## src/rtl/assert_macros.svh

```systemverilog
// Assertion macros used by the key press classifier top level.
`ifndef ASSERT_MACROS_SVH
`define ASSERT_MACROS_SVH

// The consequent must hold in the same cycle as the antecedent.
`define ASSERT_IMPLIES(label, clk, rst_n, ante, cons) \
    label: assert property (@(posedge clk) disable iff (!rst_n) (ante) |-> (cons)) \
        else $error("assertion failed: same-cycle implication");

// The consequent must hold in the cycle after the antecedent.
`define ASSERT_NEXT(label, clk, rst_n, ante, cons) \
    label: assert property (@(posedge clk) disable iff (!rst_n) (ante) |=> (cons)) \
        else $error("assertion failed: next-cycle implication");

`endif

```

## src/rtl/kpc_pkg.sv

```systemverilog
// Types and constants shared by the key press classifier modules.
`timescale 1ns / 1ps

package kpc_pkg;

    localparam int CNT_W     = 8;
    localparam int CFG_IDX_W = 1;
    localparam int FUNC_W    = 2;

    localparam logic [CNT_W-1:0] LONG_TICKS_RESET = 8'd100;
    localparam logic [CNT_W-1:0] GAP_TICKS_RESET  = 8'd30;

    typedef enum logic [1:0] {
        EV_NONE   = 2'd0,
        EV_SINGLE = 2'd1,
        EV_DOUBLE = 2'd2,
        EV_LONG   = 2'd3
    } key_event_t;

    typedef enum logic [FUNC_W-1:0] {
        FUNC_TICK  = 2'd0,
        FUNC_READ  = 2'd1,
        FUNC_CLEAR = 2'd2,
        FUNC_NOP   = 2'd3
    } func_t;

    typedef enum logic [CFG_IDX_W-1:0] {
        REG_LONG_TICKS = 1'd0,
        REG_GAP_TICKS  = 1'd1
    } cfg_reg_t;

    // Per-lane command derived from one accepted transaction.
    typedef struct packed {
        logic tick;
        logic clear_one;
        logic clear_all;
    } lane_ctrl_t;

endpackage

```

## src/rtl/kpc_lane.sv

```systemverilog
// One key lane: debounce and hold machine, click machine and event latch.
`timescale 1ns / 1ps

module kpc_lane
    import kpc_pkg::*;
(
    input  logic             clk,
    input  logic             rst_n,
    input  lane_ctrl_t       ctrl,
    input  logic             pressed,
    input  logic [CNT_W-1:0] long_ticks,
    input  logic [CNT_W-1:0] gap_ticks,
    output key_event_t       latched
);

    typedef enum logic [3:0] {
        DB_IDLE    = 4'b0001,
        DB_CONFIRM = 4'b0010,
        DB_HOLD    = 4'b0100,
        DB_WAIT    = 4'b1000
    } db_state_t;

    typedef enum logic [1:0] {
        CK_IDLE    = 2'b01,
        CK_PENDING = 2'b10
    } ck_state_t;

    db_state_t        db_state_reg, db_state_next;
    ck_state_t        ck_state_reg, ck_state_next;
    logic [CNT_W-1:0] hold_reg, hold_next, hold_inc;
    logic [CNT_W-1:0] gap_reg, gap_next, gap_inc;
    key_event_t       latch_reg, latch_next;
    key_event_t       base_ev, click_ev;

    assign hold_inc = hold_reg + 1'b1;
    assign gap_inc  = gap_reg + 1'b1;

    // Debounce machine: two pressed samples start the hold counter.
    always_comb
    begin
        db_state_next = db_state_reg;
        hold_next     = hold_reg;
        base_ev       = EV_NONE;
        unique case (db_state_reg)
            DB_IDLE:
            begin
                if (pressed)
                begin
                    db_state_next = DB_CONFIRM;
                end
            end
            DB_CONFIRM:
            begin
                if (pressed)
                begin
                    hold_next     = '0;
                    db_state_next = DB_HOLD;
                end
                else
                begin
                    db_state_next = DB_IDLE;
                end
            end
            DB_HOLD:
            begin
                if (!pressed)
                begin
                    base_ev       = EV_SINGLE;
                    db_state_next = DB_IDLE;
                end
                else
                begin
                    hold_next = hold_inc;
                    if (hold_inc > long_ticks)
                    begin
                        base_ev       = EV_LONG;
                        db_state_next = DB_WAIT;
                    end
                end
            end
            DB_WAIT:
            begin
                if (!pressed)
                begin
                    db_state_next = DB_IDLE;
                end
            end
            default:
            begin
                db_state_next = DB_IDLE;
            end
        endcase
    end

    // Click machine: a held single press becomes a double press or times out.
    // A long press that shows up while a click is pending is dropped.
    always_comb
    begin
        ck_state_next = ck_state_reg;
        gap_next      = gap_reg;
        click_ev      = EV_NONE;
        unique case (ck_state_reg)
            CK_IDLE:
            begin
                if (base_ev == EV_SINGLE)
                begin
                    gap_next      = '0;
                    ck_state_next = CK_PENDING;
                end
                else
                begin
                    click_ev = base_ev;
                end
            end
            CK_PENDING:
            begin
                if (base_ev == EV_SINGLE)
                begin
                    click_ev      = EV_DOUBLE;
                    ck_state_next = CK_IDLE;
                end
                else
                begin
                    gap_next = gap_inc;
                    if (gap_inc > gap_ticks)
                    begin
                        click_ev      = EV_SINGLE;
                        ck_state_next = CK_IDLE;
                    end
                end
            end
            default:
            begin
                ck_state_next = CK_IDLE;
            end
        endcase
    end

    always_comb
    begin
        latch_next = latch_reg;
        priority if (ctrl.clear_all || ctrl.clear_one)
        begin
            latch_next = EV_NONE;
        end
        else if (ctrl.tick && (click_ev != EV_NONE))
        begin
            latch_next = click_ev;
        end
    end

    always_ff @(posedge clk or negedge rst_n)
    begin
        if (!rst_n)
        begin
            db_state_reg <= DB_IDLE;
            ck_state_reg <= CK_IDLE;
            hold_reg     <= '0;
            gap_reg      <= '0;
            latch_reg    <= EV_NONE;
        end
        else
        begin
            if (ctrl.tick)
            begin
                db_state_reg <= db_state_next;
                ck_state_reg <= ck_state_next;
                hold_reg     <= hold_next;
                gap_reg      <= gap_next;
            end
            latch_reg <= latch_next;
        end
    end

    assign latched = latch_reg;

endmodule

```

## src/rtl/kpc_merge.sv

```systemverilog
// Read stage: selects one lane's latched event into the output register.
`timescale 1ns / 1ps

module kpc_merge
    import kpc_pkg::*;
#(
    parameter int NUM_KEYS = 9,
    parameter int SEL_W    = 4
)
(
    input  logic                     clk,
    input  logic                     rst_n,
    input  logic                     read_accept,
    input  logic [SEL_W-1:0]         key_select,
    input  logic [NUM_KEYS-1:0][1:0] lane_events,
    input  logic                     out_ready,
    output logic                     out_valid,
    output logic [1:0]               key_event,
    output logic                     out_stall
);

    localparam int IDX_W = (NUM_KEYS > 1) ? $clog2(NUM_KEYS) : 1;

    logic       out_valid_reg, out_valid_next;
    logic [1:0] key_event_reg, key_event_next;
    logic [1:0] sel_event;

    always_comb
    begin
        if (int'(key_select) < NUM_KEYS)
        begin
            sel_event = lane_events[key_select[IDX_W-1:0]];
        end
        else
        begin
            sel_event = EV_NONE;
        end
    end

    always_comb
    begin
        out_valid_next = out_valid_reg;
        key_event_next = key_event_reg;
        priority if (read_accept)
        begin
            out_valid_next = 1'b1;
            key_event_next = sel_event;
        end
        else if (out_ready)
        begin
            out_valid_next = 1'b0;
        end
    end

    always_ff @(posedge clk or negedge rst_n)
    begin
        if (!rst_n)
        begin
            out_valid_reg <= 1'b0;
        end
        else
        begin
            out_valid_reg <= out_valid_next;
        end
    end

    always_ff @(posedge clk)
    begin
        key_event_reg <= key_event_next;
    end

    assign out_valid = out_valid_reg;
    assign key_event = key_event_reg;
    assign out_stall = out_valid_reg && !out_ready;

endmodule

```

## src/rtl/key_press_classifier.sv

```systemverilog
// Top level of the key press classifier: one lane per key and a read stage.
// Throughput: one transaction per cycle; a tick updates every key lane at once.
// A read's result sits in the output register in the cycle after acceptance.
// Only a read waits, and only while an earlier result is still not taken downstream.
// Reset clears every lane and latch and loads thresholds 100 (long) and 30 (gap).
`timescale 1ns / 1ps
`include "assert_macros.svh"

module key_press_classifier
    import kpc_pkg::*;
#(
    parameter int NUM_KEYS = 9,
    localparam int SEL_W   = ($clog2(NUM_KEYS + 1) > 4) ? $clog2(NUM_KEYS + 1) : 4
)
(
    input  logic                 clk,
    input  logic                 rst_n,
    input  logic                 in_valid,
    output logic                 in_ready,
    input  logic [FUNC_W-1:0]    func,
    input  logic [NUM_KEYS-1:0]  key_pressed,
    input  logic [SEL_W-1:0]     key_select,
    output logic                 out_valid,
    input  logic                 out_ready,
    output logic [1:0]           key_event,
    input  logic                 cfg_valid,
    output logic                 cfg_ready,
    input  logic [CFG_IDX_W-1:0] cfg_index,
    input  logic [CNT_W-1:0]     cfg_data
);

    // Threshold registers. The configuration port never back-pressures.
    logic [CNT_W-1:0] long_ticks_reg, long_ticks_next;
    logic [CNT_W-1:0] gap_ticks_reg, gap_ticks_next;
    logic             cfg_accept;

    assign cfg_ready  = 1'b1;
    assign cfg_accept = cfg_valid && cfg_ready;

    always_comb
    begin
        long_ticks_next = long_ticks_reg;
        gap_ticks_next  = gap_ticks_reg;
        if (cfg_accept)
        begin
            unique case (cfg_reg_t'(cfg_index))
                REG_LONG_TICKS: long_ticks_next = cfg_data;
                REG_GAP_TICKS:  gap_ticks_next  = cfg_data;
                default:        long_ticks_next = long_ticks_reg;
            endcase
        end
    end

    always_ff @(posedge clk or negedge rst_n)
    begin
        if (!rst_n)
        begin
            long_ticks_reg <= LONG_TICKS_RESET;
            gap_ticks_reg  <= GAP_TICKS_RESET;
        end
        else
        begin
            long_ticks_reg <= long_ticks_next;
            gap_ticks_reg  <= gap_ticks_next;
        end
    end

    // Transaction decode. A tick or a clear-all never produces a result, so
    // only a read has to wait when the output register is still occupied.
    logic in_accept;
    logic is_tick, is_read, is_clear;
    logic out_stall;

    assign is_tick   = (func == FUNC_TICK);
    assign is_read   = (func == FUNC_READ);
    assign is_clear  = (func == FUNC_CLEAR);
    assign in_ready  = !(out_stall && is_read);
    assign in_accept = in_valid && in_ready;

    // Key lanes. Each lane owns the full state of one key, so a tick moves all
    // of them at once. A read clears only the selected lane's latch.
    logic [NUM_KEYS-1:0][1:0] lane_events;

    genvar k;
    generate
        for (k = 0; k < NUM_KEYS; k++)
        begin : g_lane
            lane_ctrl_t lane_ctrl;
            key_event_t lane_latched;

            assign lane_ctrl.tick      = in_accept && is_tick;
            assign lane_ctrl.clear_all = in_accept && is_clear;
            assign lane_ctrl.clear_one = in_accept && is_read
                                         && (int'(key_select) == k);

            kpc_lane u_lane (
                .clk        (clk),
                .rst_n      (rst_n),
                .ctrl       (lane_ctrl),
                .pressed    (key_pressed[k]),
                .long_ticks (long_ticks_reg),
                .gap_ticks  (gap_ticks_reg),
                .latched    (lane_latched)
            );

            assign lane_events[k] = lane_latched;
        end
    endgenerate

    // Read stage: the selected latch is captured before the lane clears it.
    kpc_merge #(
        .NUM_KEYS (NUM_KEYS),
        .SEL_W    (SEL_W)
    ) u_merge (
        .clk         (clk),
        .rst_n       (rst_n),
        .read_accept (in_accept && is_read),
        .key_select  (key_select),
        .lane_events (lane_events),
        .out_ready   (out_ready),
        .out_valid   (out_valid),
        .key_event   (key_event),
        .out_stall   (out_stall)
    );

    // Every accepted read shows its result in the following cycle.
    `ASSERT_NEXT(a_read_gives_result, clk, rst_n, in_accept && is_read, out_valid)

    // After a clear-all transaction no lane holds an event.
    `ASSERT_NEXT(a_clear_all_empties, clk, rst_n, in_accept && is_clear, lane_events == '0)

    // The input side only stalls behind a result that is still waiting.
    `ASSERT_IMPLIES(a_stall_needs_result, clk, rst_n, !in_ready, out_valid && !out_ready)

endmodule

```

## config.mk

```make
export PLATFORM = sky130hd
export DESIGN_NAME = key_press_classifier
export DESIGN_NICKNAME = d
export VERILOG_FILES = /design/src/rtl/kpc_pkg.sv /design/src/rtl/kpc_lane.sv /design/src/rtl/kpc_merge.sv /design/src/rtl/key_press_classifier.sv
export VERILOG_INCLUDE_DIRS = /design/src /design/src/rtl
export SDC_FILE = /design/constraint.sdc
export NUM_CORES = 1
export LEC_CHECK = 0
export BUFFER_PORTS_ARGS = -buffer_cell sky130_fd_sc_hd__buf_2
export CORE_AREA = 2 2 185 187
export DETAILED_ROUTE_END_ITERATION = 8
export DIE_AREA = 0 0 187 189
export PLACE_DENSITY = 0.66
export SLEW_MARGIN = 20
export SYNTH_ARGS = -nofsm -noshare
export SYNTH_HDL_FRONTEND = slang
export SYNTH_SLANG_ARGS = --single-unit
```

## constraint.sdc

```tcl
create_clock -name clk -period 5.8 [get_ports clk]
set_clock_uncertainty 0.1 [all_clocks]
set_input_delay 0.87 -clock clk [delete_from_list [all_inputs] [get_ports clk]]
set_output_delay 0.87 -clock clk [all_outputs]
set_load 0.05 [all_outputs]
```

# [After elaboration in Yosys (flattened, before gate mapping)]
# Cells that the tools add are included.
[classes] n_addsub=18 magnitude_cmp=20 eq_ne=145 n_mux=229 n_bitwise=1 n_reduce_logical=112
[op_table] cell="$mux W8" count=36
[op_table] cell="$pmux W8 S2" count=18
[op_table] cell="$mux W2" count=91
[op_table] cell="$add A8 B1 Y8 const B" count=18
[op_table] cell="$gt A8 B8 Y1" count=18
[op_table] cell="$mux W4" count=36
[op_table] cell="$pmux W4 S4" count=9
[op_table] cell="$reduce_and A4 Y1" count=27
[op_table] cell="$ne A2 B2 Y1 const B" count=45
[op_table] cell="$reduce_bool A2 Y1" count=37
[op_table] cell="$pmux W2 S2" count=18
[op_table] cell="$eq A4 B4 Y1 const B" count=14
[op_table] cell="$eq A4 B3 Y1 const B" count=11
[op_table] cell="$eq A4 B2 Y1 const B" count=10
[op_table] cell="$eq A2 B1 Y1 const B" count=19
[op_table] cell="$eq A4 B1 Y1 const B" count=9
[op_table] cell="$mux W3" count=9
[op_table] cell="$ne A3 B1 Y1 const B" count=9
[op_table] cell="$ne A3 B2 Y1 const B" count=9
[op_table] cell="$reduce_and A3 Y1" count=9
[op_table] cell="$logic_and A1 B1 Y1" count=24
[op_table] cell="$eq A2 B2 Y1 const B" count=10
[op_table] cell="$ne A2 B1 Y1 const B" count=9
[op_table] cell="$mux W1" count=11
[op_table] cell="other kinds (9)" count=19
[totals] register_bits=235 inputBits=29 out_inout_bits=5

# [Logic depth before layout (Yosys ltp)]
# Gate-level depths: netlist of the first run.
[logic_depth] depth_word=12 ltp_mapped=11 ltp_nobuf=11

# [Hierarchy]
# Synthesis of the first run repeated with hierarchy kept, for this count alone.
[unflattened] hier_cells=1902 hier_area_um2=17043.8
[by_module_without_submodules] module="kpc_lane at g_lane[1].u_lane ..." instances=7 cells_each=201 area_each_um2=1776.7
[by_module_without_submodules] module="kpc_lane at g_lane[0].u_lane" instances=1 cells_each=208 area_each_um2=1819.2
[by_module_without_submodules] module="kpc_lane at g_lane[8].u_lane" instances=1 cells_each=202 area_each_um2=1761.7
[by_module_without_submodules] module="key_press_classifier" instances=1 cells_each=58 area_each_um2=747.0
[by_module_without_submodules] module="kpc_merge" instances=1 cells_each=27 area_each_um2=279.0

# [Worst setup path after synthesis of the first run]
# OpenSTA, ideal clock, no wires.
[synth_path] kind="register to register" startpoint="register g_lane[1].u_lane.hold_reg[0]" endpoint="register g_lane[1].u_lane.db_state_reg[1]" setup_time_ps=125 arrival_ps=2325 setup_slack_ps=3250 stages_incl_launch_ff=11 n_path_buf=0 cell_sequence="dfrtp_1 ha_1 nand2_1 or2_2 xnor2_1 ha_1 nand4_1 a21oi_1 nor3_1 o31ai_2 mux2_2"
[synth_between] elab_chain_cells=4
[synth_rtl] item="start, declared" line="kpc_lane.sv:30" rtl="logic [CNT_W-1:0] hold_reg, hold_next, hold_inc;"
[synth_rtl] item="start signal, assigned" line="kpc_lane.sv:168" rtl="hold_reg <= hold_next;"
[synth_rtl] item="$add A8 B1 Y8" line="kpc_lane.sv:35" rtl="assign hold_inc = hold_reg + 1'b1;"
[synth_rtl] item="$gt A8 B8 Y1" line="kpc_lane.sv:74" rtl="if (hold_inc > long_ticks)"
[synth_rtl] item="$ne A3 B2 Y1 (no line)"
[synth_rtl] item="$reduce_and A4 Y1 (no line)"
[synth_rtl] item="end signal, assigned" line="kpc_lane.sv:166" rtl="db_state_reg <= db_state_next;"
[synth_rtl] item="end, declared" line="kpc_lane.sv:28" rtl="db_state_t db_state_reg, db_state_next;"
# Every way passes these cells.
# A chain may end at the register's enable or synchronous reset.

# [Final worst setup path of the first run]
[layout_path] startpoint="register g_lane[7].u_lane.db_state_reg[2]" endpoint="register g_lane[7].u_lane.gap_reg[5]"
[layout_between] elab_chain_cells=5 elab_cells_between_ends=6 cone_classes="eq/ne (4); mux (1); reduce/logical (1)"
[layout_rtl] item="start, declared" line="kpc_lane.sv:28"
[layout_rtl] item="start signal, assigned" line="kpc_lane.sv:166"
[layout_rtl] item="$eq A4 B3 Y1 *" line="kpc_lane.sv:44" rtl="unique case (db_state_reg)"
[layout_rtl] item="$mux W2 *" line="kpc_lane.sv:44"
[layout_rtl] item="$eq A2 B1 Y1 *" line="kpc_lane.sv:105, kpc_lane.sv:117"
[layout_rtl] item="$ne A2 B2 Y1 (no line) / $ne A2 B1 Y1 (equally long branches)"
[layout_rtl] item="$reduce_and A4 Y1 (no line) *"
[layout_rtl] item="end signal, assigned" line="kpc_lane.sv:169" rtl="gap_reg <= gap_next;"
[layout_rtl] item="end, declared" line="kpc_lane.sv:31" rtl="logic [CNT_W-1:0] gap_reg, gap_next, gap_inc;"
# Every way passes the cells marked *; elsewhere a longest branch is shown, timed or not.

==> results of run 1 <==
[cell usage in the layout (no fill, tap or decap), types with 32 or more instances in the layout]
| cell | instances |
|---|---|
| nand2_1 | 268 |
| dfrtp_1 | 208 |
| ha_1 | 180 |
| o21ai_0 | 144 |
| nor2_1 | 114 |
| a21oi_1 | 109 |
| nand3_1 | 87 |
| xnor2_1 | 65 |
| inv_1 | 52 |
| xor2_1 | 51 |
| nand4_1 | 47 |
| a22o_1 | 43 |
| nand2b_1 | 36 |
| nor2b_1 | 32 |
[cell families after synthesis]
| group | count (synthesis) | share of synthesized area (%) |
|---|---|---|
| AOI/OAI and AO/OA | 482 | 18.41 |
| and+or+nand+nor | 704 | 21.29 |
| adders and majority gates | 180 | 13.61 |
| xor gates and xnor gates | 116 | 6.139 |
| DFF | 235 | 35.79 |
| buffers and inverters | 127 | 3.153 |
| other | 1 | 0.02266 |
| muxes | 20 | 1.588 |
[per-stage QoR]
stage	instance area [sq um]	util [%]	instances	hold slack [ns]	total power, mW
final	17870	53.70	2326	0.1666	6.179
after global routing	17870	53.70	2326	0.2428	6.644
after CTS	17870	53.70	2326	0.2094	6.213
after detailed placement	16990	51.04	2273	0.3721	4.481
after global placement	16990	51.04	2273	0.3615	4.381
after floorplan	16550	-	1865	0.3487	3.948
[where the power goes]
group          total (mW)  switching [mW]  internal (mW)  leakage (nW)
registers            2.42           0.444           1.98          3.07
clock network        1.71           0.727          0.981         0.429
logic                2.05            1.17          0.873          4.56
total                6.18            2.34           3.83          8.07
[layout make-up]
cell class                 instances  area share (%)
clock inverter                     6          0.2870
sequential                       235           33.14
inverter                          52           1.092
clock buffer                      47           4.663
timing repair buffer              35           1.148
multi-input combinational       1503           56.54
tap                              448           3.136
[routing by layer]
layer	track usage [%]	share of wire (%)
met1	31.84	48
met4	5.678	2.3
met5	0	0.033
met3	2.688	4.3
met2	36.50	45
[worst reg2reg max path, cell delays in order (launching register included)]
cell and delay [ns]:
dfrtp_1 0.69, nand2b_1 0.14, nor3_1 0.63, nand2b_1 0.21, o211ai_1 0.84, o21ai_0 0.17, a22o_1 0.22
[path summary, 6_finish.rpt]
kind,slack [ns],to,from,cells past startpoint
max in group asynchronous,4.12,g_lane[5].u_lane.gap_reg[1],rst_n,2
hold reg to reg,0.38,g_lane[4].u_lane.ck_state_reg[0],g_lane[4].u_lane.ck_state_reg[0],2
hold / removal,0.17,g_lane[0].u_lane.gap_reg[3],rst_n,1
setup / recovery,2.67,g_lane[7].u_lane.gap_reg[5],g_lane[7].u_lane.db_state_reg[2],6
min in group clk,0.38,g_lane[4].u_lane.ck_state_reg[0],g_lane[4].u_lane.ck_state_reg[0],2
setup reg to reg,2.67,g_lane[7].u_lane.gap_reg[5],g_lane[7].u_lane.db_state_reg[2],6
==> summary.md, run 1 <==
| Metric | Value |
|---|---|
| Asr flop ratio synth | `99.15%` |
| DRC | `0` |
| Initial Util | `49.72%` |
| Gr usage total | `22.44%` |
| Reg area | `5922 sq um` |
| Maxcap violations | `0` |
| Fraction of layout cells with a size suffix above 1 | `8.307%` |
| Max incr delay on CP | `0.84 ns` |
| Via count | `13620` |
| Synth top cells by count | `268 x nand2_1, 208 x dfrtp_1, 180 x ha_1, 144 x o21ai_0, 114 x nor2_1` |
| Synth warn | `0` |
| Crit path cell chain | `nand2b_1, nor3_1, nand2b_1, o211ai_1, o21ai_0, a22o_1` |
| # setup viols final | `0` |
| Root buffer cell | `clkbuf_16` |
| Synth Area per Inst | `8.873 sq um` |
| Post-Syn Area | `16550 sq um` |
| Max-slew violation count | `0` |
| GRT Residual Overflow | `0` |
| Post-CTS Setup Bufs | `0` |
| CP max stage cell | `o211ai_1` |
| Vias per cell | `5.854` |
| Worst slew pin tran | `0.9991 ns` |
| Crit. End Element | `flip-flop` |
| CP Data Arrival Time | `3.49 ns` |
| Status | `finished, final reports clean` |
| Hold crit path type | `primary input to asynchronous set/reset pin` |
| Mapped Cells | `1865` |
| Setup TNS | `0 ns` |
| Slew headroom | `33.10%` |
| Die Wd | `187 microns` |
| Clock buffer depth | `3` |
| Total routed wirelength | `39.63 mm` |
| Die height | `189 microns` |
| Most common cell on crit path | `nand2b_1` |
| Antenna viol nets, final | `0` |
| Count leader, synth | `nand2_1` |
| Largest net degree at the start of global routing | `148` |
| Clock sink count | `235` |
| Crit Path Class | `flip-flop to flip-flop` |
| Final min period | `3.128 ns` |
| Die area | `35340 sq um` |
| Ys flop type | `dfrtp_1` |
| TritonCTS Buffers | `29` |
| Nets | `2065` |
| Power Density | `345.7 nW/um^2` |
| FF+latch count, synth | `235` |
| Drt pass-1 iters | `7` |
| Post-synth net total | `2074` |
| Per-cell routed wire length | `17.04 microns` |
| Vias in the first global route | `12600` |
| EDFF count, synth | `2` |
| Min setup slack post-route | `2.672 ns` |
| Routability congestion estimate | `0.8037` |
| Startpoint types | `flip-flop` |
| Clk slew on worst S/H paths | `0.06 ns` |
| Worst-path fanout max | `17` |
| Multi-input logic area | `10100 sq um` |
| Delay-heaviest family, CP | `compound AO/OA/AOI/OAI gates` |
| Cell Rows | `67` |
| Synth cell types | `83` |
| DP Wirelength | `27.57 mm` |
| Filler cell count | `3083` |
| Clk_lat worst skew | `0.58 ns` |
| I/O Buffers | `32` |
| Initial DRC Count | `908` |
| P_leak | `8.067 nW` |
| Synth area leader | `dfrtp_1` |
| Bufs and invs on worst path | `0` |
| First-pass GRT wire length | `65.11 mm` |
| Hold-fix buffers at CTS | `0` |
| Post-cts resize count | `0` |
| Pre-CTS setup slack | `2.576 ns` |
| Peak VDD IR | `0.2798 mV` |
| Final Hold Fails | `0` |
| Area grow syn2layout | `7.999%` |
| RSZ-0062 raised after global routing | `no` |
| Top cell type's share of synthesized area | `31.45%` |
| Sequential area share after synthesis | `35.79%` |
| Core Area | `33280 sq um` |
| CTS H-tree depth | `1` |
| Period utilization | `53.94%` |
| Initial antenna violation count | `1` |
| Ports | `34` |
| FMAX | `0.3197 GHz` |
| Worst EP required | `6.16 ns` |
| Synth top area cells | `dfrtp_1 31%, ha_1 14%, nand2_1 6.1%` |
| CTS tree | `built` |
| Antenna cells | `0` |
No activity file was read; power rests on OpenSTA's default activity.
==> run 2, diff against run 1 <==
--- a/config.mk
+++ b/config.mk
@@ -6,11 +6,12 @@
 export SDC_FILE = /design/constraint.sdc
 export NUM_CORES = 1
 export LEC_CHECK = 0
+export ABC_AREA = 1
 export BUFFER_PORTS_ARGS = -buffer_cell sky130_fd_sc_hd__buf_2
 export CORE_AREA = 2 2 185 187
 export DETAILED_ROUTE_END_ITERATION = 8
 export DIE_AREA = 0 0 187 189
-export PLACE_DENSITY = 0.66
+export PLACE_DENSITY = 0.65
 export SLEW_MARGIN = 20
 export SYNTH_ARGS = -nofsm -noshare
 export SYNTH_HDL_FRONTEND = slang
==> constraint.sdc (replaced) <==
create_clock -name clk -period 2.9 [get_ports clk]
set_clock_uncertainty 0.1 [all_clocks]
set_input_delay 0.435 -clock clk [delete_from_list [all_inputs] [get_ports clk]]
set_output_delay 0.435 -clock clk [all_outputs]
set_load 0.05 [all_outputs]
==> run 2 against run 1 <==
- utilization grew 1.0 points
- largest power group unchanged
- combinational power is 130% higher
- largest cell class unchanged
- highest routed layer is now met4
- critical path type unchanged
- global-route usage decreased by 0.67 points
- die area stayed put
- worst setup slack worse by 2.4 ns
==> summary.md, run 2 <==
| Metric | Value |
|---|---|
| Asr flop ratio synth | `99.15%` |
| Post-synth net total | `2387` |
| Maxcap violations | `0` |
| Filler cell count | `3106` |
| TritonCTS Buffers | `29` |
| Via count | `13820` |
| Ys flop type | `dfrtp_1` |
| FF+latch count, synth | `235` |
| Commonest non-fill, non-tap cell in the layout | `nand2_1` |
| Vias in the first global route | `13570` |
| Per-cell routed wire length | `13.82 microns` |
| Area grow syn2layout | `11.14%` |
| Power Density | `717.1 nW/um^2` |
| Slew headroom | `51.27%` |
| GRT Residual Overflow | `0` |
| Post-Syn Area | `16390 sq um` |
| Period utilization | `91.77%` |
| Largest net degree at the start of global routing | `77` |
| Leading cell types in the layout, fill and taps excluded | `598 x nand2_1, 353 x inv_1, 206 x dfrtp_1` |
| Total routed wirelength | `37.47 mm` |
| Antenna viol nets, final | `0` |
| Synth Area per Inst | `7.527 sq um` |
| Max-slew violation count | `0` |
| Synth area leader | `dfrtp_1` |
| DP Wirelength | `27.76 mm` |
| Startpoint types | `flip-flop` |
| First-pass GRT wire length | `63.81 mm` |
| Clock buffer depth | `3` |
| Initial Util | `49.26%` |
| CTS H-tree depth | `1` |
| Die Wd | `187 microns` |
| # setup viols final | `0` |
| Crit. End Element | `flip-flop` |
| Synth cell types | `49` |
| Synth top cells by count | `598 x nand2_1, 353 x inv_1, 208 x dfrtp_1, 180 x ha_1, 137 x nor2_1` |
| Multi-input logic area | `9032 sq um` |
| Setup TNS | `0 ns` |
| CTS tree | `built` |
| Routability congestion estimate | `0.8517` |
| Initial DRC Count | `706` |
| Gr usage total | `21.76%` |
| Status | `finished, final reports clean` |
| Worst EP required | `3.23 ns` |
| Fraction of layout cells with a size suffix above 1 | `8.621%` |
| Ports | `34` |
| Sequential area share after synthesis | `36.12%` |
| Placed Cells | `2654` |
| Peak VDD IR | `0.5131 mV` |
| Final hold slack | `0.02176 ns` |
| Clk slew on worst S/H paths | `0.06 ns` |
| Core Area | `33280 sq um` |
| Synth warn | `0` |
| Final core occ | `54.74%` |
| Final min period | `2.661 ns` |
| Drt pass-1 iters | `6` |
| Nets | `2449` |
| Final Hold Fails | `0` |
| EDFF count, synth | `2` |
| DRC | `0` |
| Top cell type's share of synthesized area | `31.75%` |
| Worst slew pin tran | `0.7309 ns` |
| FMAX | `0.3758 GHz` |
| Clock sink count | `235` |
| Worst-path fanout max | `6` |
| I/O Buffers | `32` |
| Root buffer cell | `clkbuf_16` |
| Die area | `35340 sq um` |
| Die height | `189 microns` |
| Pre-CTS setup slack | `0.2489 ns` |
| Clk_lat worst skew | `0.55 ns` |
| Reg area | `5924 sq um` |
| Crit Path Class | `flip-flop to flip-flop` |
| Vias per cell | `5.097` |
| Initial antenna violation count | `0` |
| Synth top area cells | `dfrtp_1 32%, ha_1 14%, nand2_1 14%` |
| P_leak | `10.08 nW` |
| Mapped Cells | `2178` |
| Hold crit path type | `primary input to flip-flop` |
| CP Data Arrival Time | `2.99 ns` |
| Min setup slack post-route | `0.2388 ns` |
| Count leader, synth | `nand2_1` |
| Cell Rows | `67` |
| Layout Cells excl Fill | `2711` |
[run 2: final timing paths]
check                                             start  slack (ns)                                to  depth (start not counted)
setup reg to reg           g_lane[1].u_lane.hold_reg[0]        0.24  g_lane[1].u_lane.db_state_reg[1]                         17
setup / recovery           g_lane[1].u_lane.hold_reg[0]        0.24  g_lane[1].u_lane.db_state_reg[1]                         17
min in group asynchronous                         rst_n        0.37      g_lane[0].u_lane.hold_reg[3]                          2
max in group asynchronous                         rst_n        1.45  g_lane[7].u_lane.ck_state_reg[0]                          3
hold reg to reg                        gap_ticks_reg[7]        0.38                  gap_ticks_reg[7]                          2
hold / removal                              cfg_data[2]        0.02                  gap_ticks_reg[2]                          3
[run 2: cell families (layout without fill, tap and decap cells)]
group | after synthesis | in the layout | share of synthesized area, %
and+or+nand+nor | 979 | 979 | 25.31
buffers and inverters | 385 | 469 | 9.128
AOI/OAI and AO/OA | 313 | 313 | 11.13
DFF | 235 | 235 | 36.12
adders and majority gates | 180 | 180 | 13.74
xor gates and xnor gates | 84 | 84 | 4.488
other | 1 | 2 | 0.02288
muxes | 1 | 1 | 0.06106
[run 2: cell type report]
type                    count  share of cell area [%]
diodes                      1                 0.01374
clock buffers              45                   4.807
clock inverters             8                  0.4945
inverters                 367                   7.589
multi-input cells        1558                   49.58
flip-flops and latches    235                   32.52
well taps                 448                   3.077
repair buffers             49                   1.923
[run 2: report_power, final]
group | total, mW | internal [mW] | switching, mW
logic | 4.65 | 1.72 | 2.93
clock network | 3.62 | 2.23 | 1.39
registers | 4.79 | 4.13 | 0.664
total | 13.1 | 8.08 | 4.99
[run 2: critical path, stage by stage (launching register included)]
cell	delay, ns
dfrtp_1	0.41
nand3_1	0.15
inv_1	0.08
nand3_1	0.09
nor2_1	0.14
nand2_1	0.08
xor2_1	0.17
inv_1	0.07
ha_1	0.30
nand2_1	0.07
nor2_1	0.17
nand2_1	0.08
nand2_1	0.08
nand2_1	0.06
nand2_1	0.07
nand2_2	0.08
or2_1	0.24
o21a_1	0.12
[run 2: layer usage]
| layer | track usage [%] | up-vias | wire, microns |
|---|---|---|---|
| met3 | 2.873 | 47 | 1624 |
| met2 | 38.48 | 217 | 17530 |
| met1 | 28.61 | 6381 | 17670 |
| li1 | - | 7174 | - |
| met5 | 0.1374 | - | 0 |
| met4 | 4.396 | 0 | 643 |
[run 2: metrics by stage]
| step | cell area (sq um) | total power [mW] |
|---|---|---|
| 2_1_floorplan | 16390 | 8.238 |
| 6_report | 18220 | 13.07 |
| 5_1_grt | 18220 | 14.22 |
| 3_5_place_dp | 17170 | 9.438 |
| 3_3_place_gp | 17170 | 9.231 |
| 4_1_cts | 18140 | 13.13 |
[run 2: timing repair]
action                                 CTS  global route
endpoints found under the hold margin   65             0
buffers inserted                         0             2
hold buffers                             1             0
resized for setup                        0            13
setup endpoints to repair                0            20
==> run 3, diff against run 2 <==
--- a/config.mk
+++ b/config.mk
@@ -11,7 +11,7 @@
 export CORE_AREA = 2 2 185 187
 export DETAILED_ROUTE_END_ITERATION = 8
 export DIE_AREA = 0 0 187 189
-export PLACE_DENSITY = 0.65
+export PLACE_DENSITY = 0.68
 export SLEW_MARGIN = 20
 export SYNTH_ARGS = -nofsm -noshare
 export SYNTH_HDL_FRONTEND = slang
==> constraint.sdc (replaced) <==
create_clock -name clk -period 2.4 [get_ports clk]
set_clock_uncertainty 0.1 [all_clocks]
set_input_delay 0.24 -clock clk [delete_from_list [all_inputs] [get_ports clk]]
set_output_delay 0.24 -clock clk [all_outputs]
set_load 0.05 [all_outputs]
==> run 3 against run 2 <==
- sequential share of layout area down 5.0 points
- largest cell class unchanged
- fmax up 2.9%
- the run now ends with negative setup slack left
- final area up 18%
- count of clock-buffer cells in the layout down 5
- critical endpoint is now g_lane[8].u_lane.latched[0]
- sequential cell count unchanged
- non-clock buffer count up 225
==> summary.md, run 3 (synthesis gave the netlist of run 2 again) <==
| Metric | Value |
|---|---|
| Status | `finished, violations left` |
| Violations in the final reports | `negative setup slack` |
| Largest net degree at the start of global routing | `69` |
| FF-to-FF End | `g_lane[8].u_lane.latched[0]` |
| Filler cell count | `2673` |
| Antenna viol nets, final | `0` |
| Most common cell on crit path | `nand2_2` |
| Placed Cells | `2783` |
| Fraction of layout cells with a size suffix above 1 | `28.27%` |
| RSZ-0062 raised after global routing | `yes` |
| Worst R2R Setup Slack | `-0.19 ns` |
| Drt pass-1 iters | `6` |
| Max-slew violation count | `0` |
| Initial antenna violation count | `0` |
| CP Data Arrival Time | `2.97 ns` |
| Period utilization | `107.8%` |
| Clk slew on worst S/H paths | `0.06 ns` |
| Cell Rows | `67` |
| Crit. End Element | `flip-flop` |
| Min setup slack post-route | `-0.1862 ns` |
| Initial Util | `49.26%` |
| Per-cell routed wire length | `14.87 microns` |
| FMAX | `0.3867 GHz` |
| Via count | `15210` |
| Area grow syn2layout | `31.48%` |
| Setup TNS | `-2.433 ns` |
| Hold crit path type | `primary input to flip-flop` |
| Gate power share | `41.2%` |
| Sequential share of power | `32.8%` |
| Delay-heaviest family, CP | `simple AND/OR/NAND/NOR gates` |
| Final min period | `2.586 ns` |
| Reg2Reg Launch Point | `g_lane[8].u_lane.gap_reg[0]` |
| CTS tree | `built` |
| CTS H-tree depth | `1` |
| NetSw | `6.888 mW` |
| Die Wd | `187 microns` |
| DRC | `0` |
| Layout Cells excl Fill | `2935` |
| Ports | `34` |
| Worst EP required | `2.78 ns` |
| Clock share of power | `26.0%` |
| Antenna cells | `0` |
| Hold Path Sink | `g_lane[7].u_lane.latched[1]` |
| Hold path cells | `4` |
| Initial DRC Count | `796` |
| Worst-path fanout max | `3` |
| Clock buffer depth | `3` |
| Final Hold Fails | `0` |
| Root buffer cell | `clkbuf_16` |
| Leading cell types in the layout, fill and taps excluded | `496 x nand2_1, 336 x inv_1, 206 x dfrtp_1` |
| Crit path cell chain | `ha_2, nand2_2, nor2_4, nand2_2, xor2_2, inv_2, ha_4, nand2_4, nor2_4, nand4_1, nand3_1, nand2_2, nand2_1, nand2_1, nand2_2, nand3_2, nand2_1` |
| Worst slew pin tran | `0.7396 ns` |
| Core Area | `33280 sq um` |
| Vias in the first global route | `14480` |
| TritonCTS Buffers | `29` |
| DP Wirelength | `29.21 mm` |
| Commonest non-fill, non-tap cell in the layout | `nand2_1` |
| Vias per cell | `5.181` |
| Reg2reg path depth | `17` |
| I/O Buffers | `32` |
| GRT Residual Overflow | `0` |
| Slew headroom | `50.69%` |
| Total routed wirelength | `43.64 mm` |
| First-pass GRT wire length | `68.45 mm` |
| CP max stage cell | `dfrtp_1` |
| # setup viols final | `40` |
| Crit Path Class | `flip-flop to flip-flop` |
| Peak VDD IR | `0.5648 mV` |
| Max incr delay on CP | `0.40 ns` |
| Routability congestion estimate | `0.8715` |
| Nets | `2674` |
| Gr usage total | `23.39%` |
| Startpoint types | `flip-flop` |
| Die height | `189 microns` |
| Int Pwr | `10.79 mW` |
| Clock sink count | `235` |
| Crit path from | `g_lane[8].u_lane.gap_reg[0]` |
| Die area | `35340 sq um` |
| Clk_lat worst skew | `0.56 ns` |
| Power Density | `820.1 nW/um^2` |
| Worst Hold Launch | `func[1]` |
| P_leak | `11.28 nW` |
| Bufs and invs on worst path | `1` |
| Maxcap violations | `0` |
| Sw Share | `38.97%` |
[run 3: worst max-delay path by stage]
stage | end | slack [ns] | cells past startpoint
6_report | g_lane[8].u_lane.latched[0] | -0.19 | 17
5_1_grt | g_lane[0].u_lane.latched[0] | -0.37 | 18
4_1_cts | g_lane[1].u_lane.db_state_reg[1] | -0.08 | 16
3_5_place_dp | g_lane[1].u_lane.db_state_reg[1] | -0.21 | 17
3_3_place_gp | g_lane[8].u_lane.latched[1] | -0.14 | 17
2_1_floorplan | g_lane[0].u_lane.db_state_reg[1] | 0.03 | 16
[run 3: what timing repair did]
action	4_1_cts	5_1_grt
hold buffers	22	0
setup buffers	36	41
pin swaps	79	184
resized for setup	91	310
endpoints found under the setup margin	51	72
hold endpoints to repair	99	0
[run 3: layer usage]
layer	track usage, %	share of wire (%)	up-vias
met3	2.892	4.6	89
met5	0	0	-
met4	7.570	3.1	0
li1	-	-	7608
met2	40.15	48	295
met1	30.79	44	7214
[run 3: worst reg2reg max path, cell delays in order (launching register included)]
cell     delay [ns]
dfrtp_1        0.40
ha_2           0.21
nand2_2        0.07
nor2_4         0.13
nand2_2        0.07
xor2_2         0.18
inv_2          0.07
ha_4           0.27
nand2_4        0.05
nor2_4         0.11
nand4_1        0.25
nand3_1        0.20
nand2_2        0.07
nand2_1        0.06
nand2_1        0.06
nand2_2        0.09
nand3_2        0.07
nand2_1        0.07
[run 3: layout make-up]
| class | instances | area (sq um) | area share [%] |
|---|---|---|---|
| repair buffers | 274 | 2155 | 9.997 |
| clock buffers | 40 | 827.0 | 3.837 |
| well taps | 448 | 560.5 | 2.601 |
| clock inverters | 13 | 170.2 | 0.7895 |
| flip-flops and latches | 235 | 5924 | 27.49 |
| inverters | 367 | 1385 | 6.426 |
| multi-input cells | 1558 | 10530 | 48.86 |
[run 3: metrics by stage]
stage	area (sq um)	total power [mW]	setup slack, ns	util, %	hold slack [ns]
finish	21550	17.68	-0.1862	64.76	0.06355
global route	21550	19.05	-0.3734	64.76	0.05203
CTS	19980	16.80	-0.08474	60.02	0.03042
detailed placement	18160	11.88	-0.2065	54.58	0.1475
global placement	18160	11.60	-0.1443	54.58	0.1465
floorplan	16400	9.958	0.03452	-	-0.1556
[run 3: power by group through the flow]
| stage | Clock [mW] | Combinational [mW] | Sequential, mW |
|---|---|---|---|
| 2_1_floorplan | 0 | 4.31 | 5.65 |
| 3_3_place_gp | 0 | 5.87 | 5.73 |
| 3_5_place_dp | 0 | 6.10 | 5.78 |
| 4_1_cts | 4.66 | 6.41 | 5.73 |
| 5_1_grt | 4.84 | 8.30 | 5.92 |
| 6_report | 4.60 | 7.27 | 5.81 |
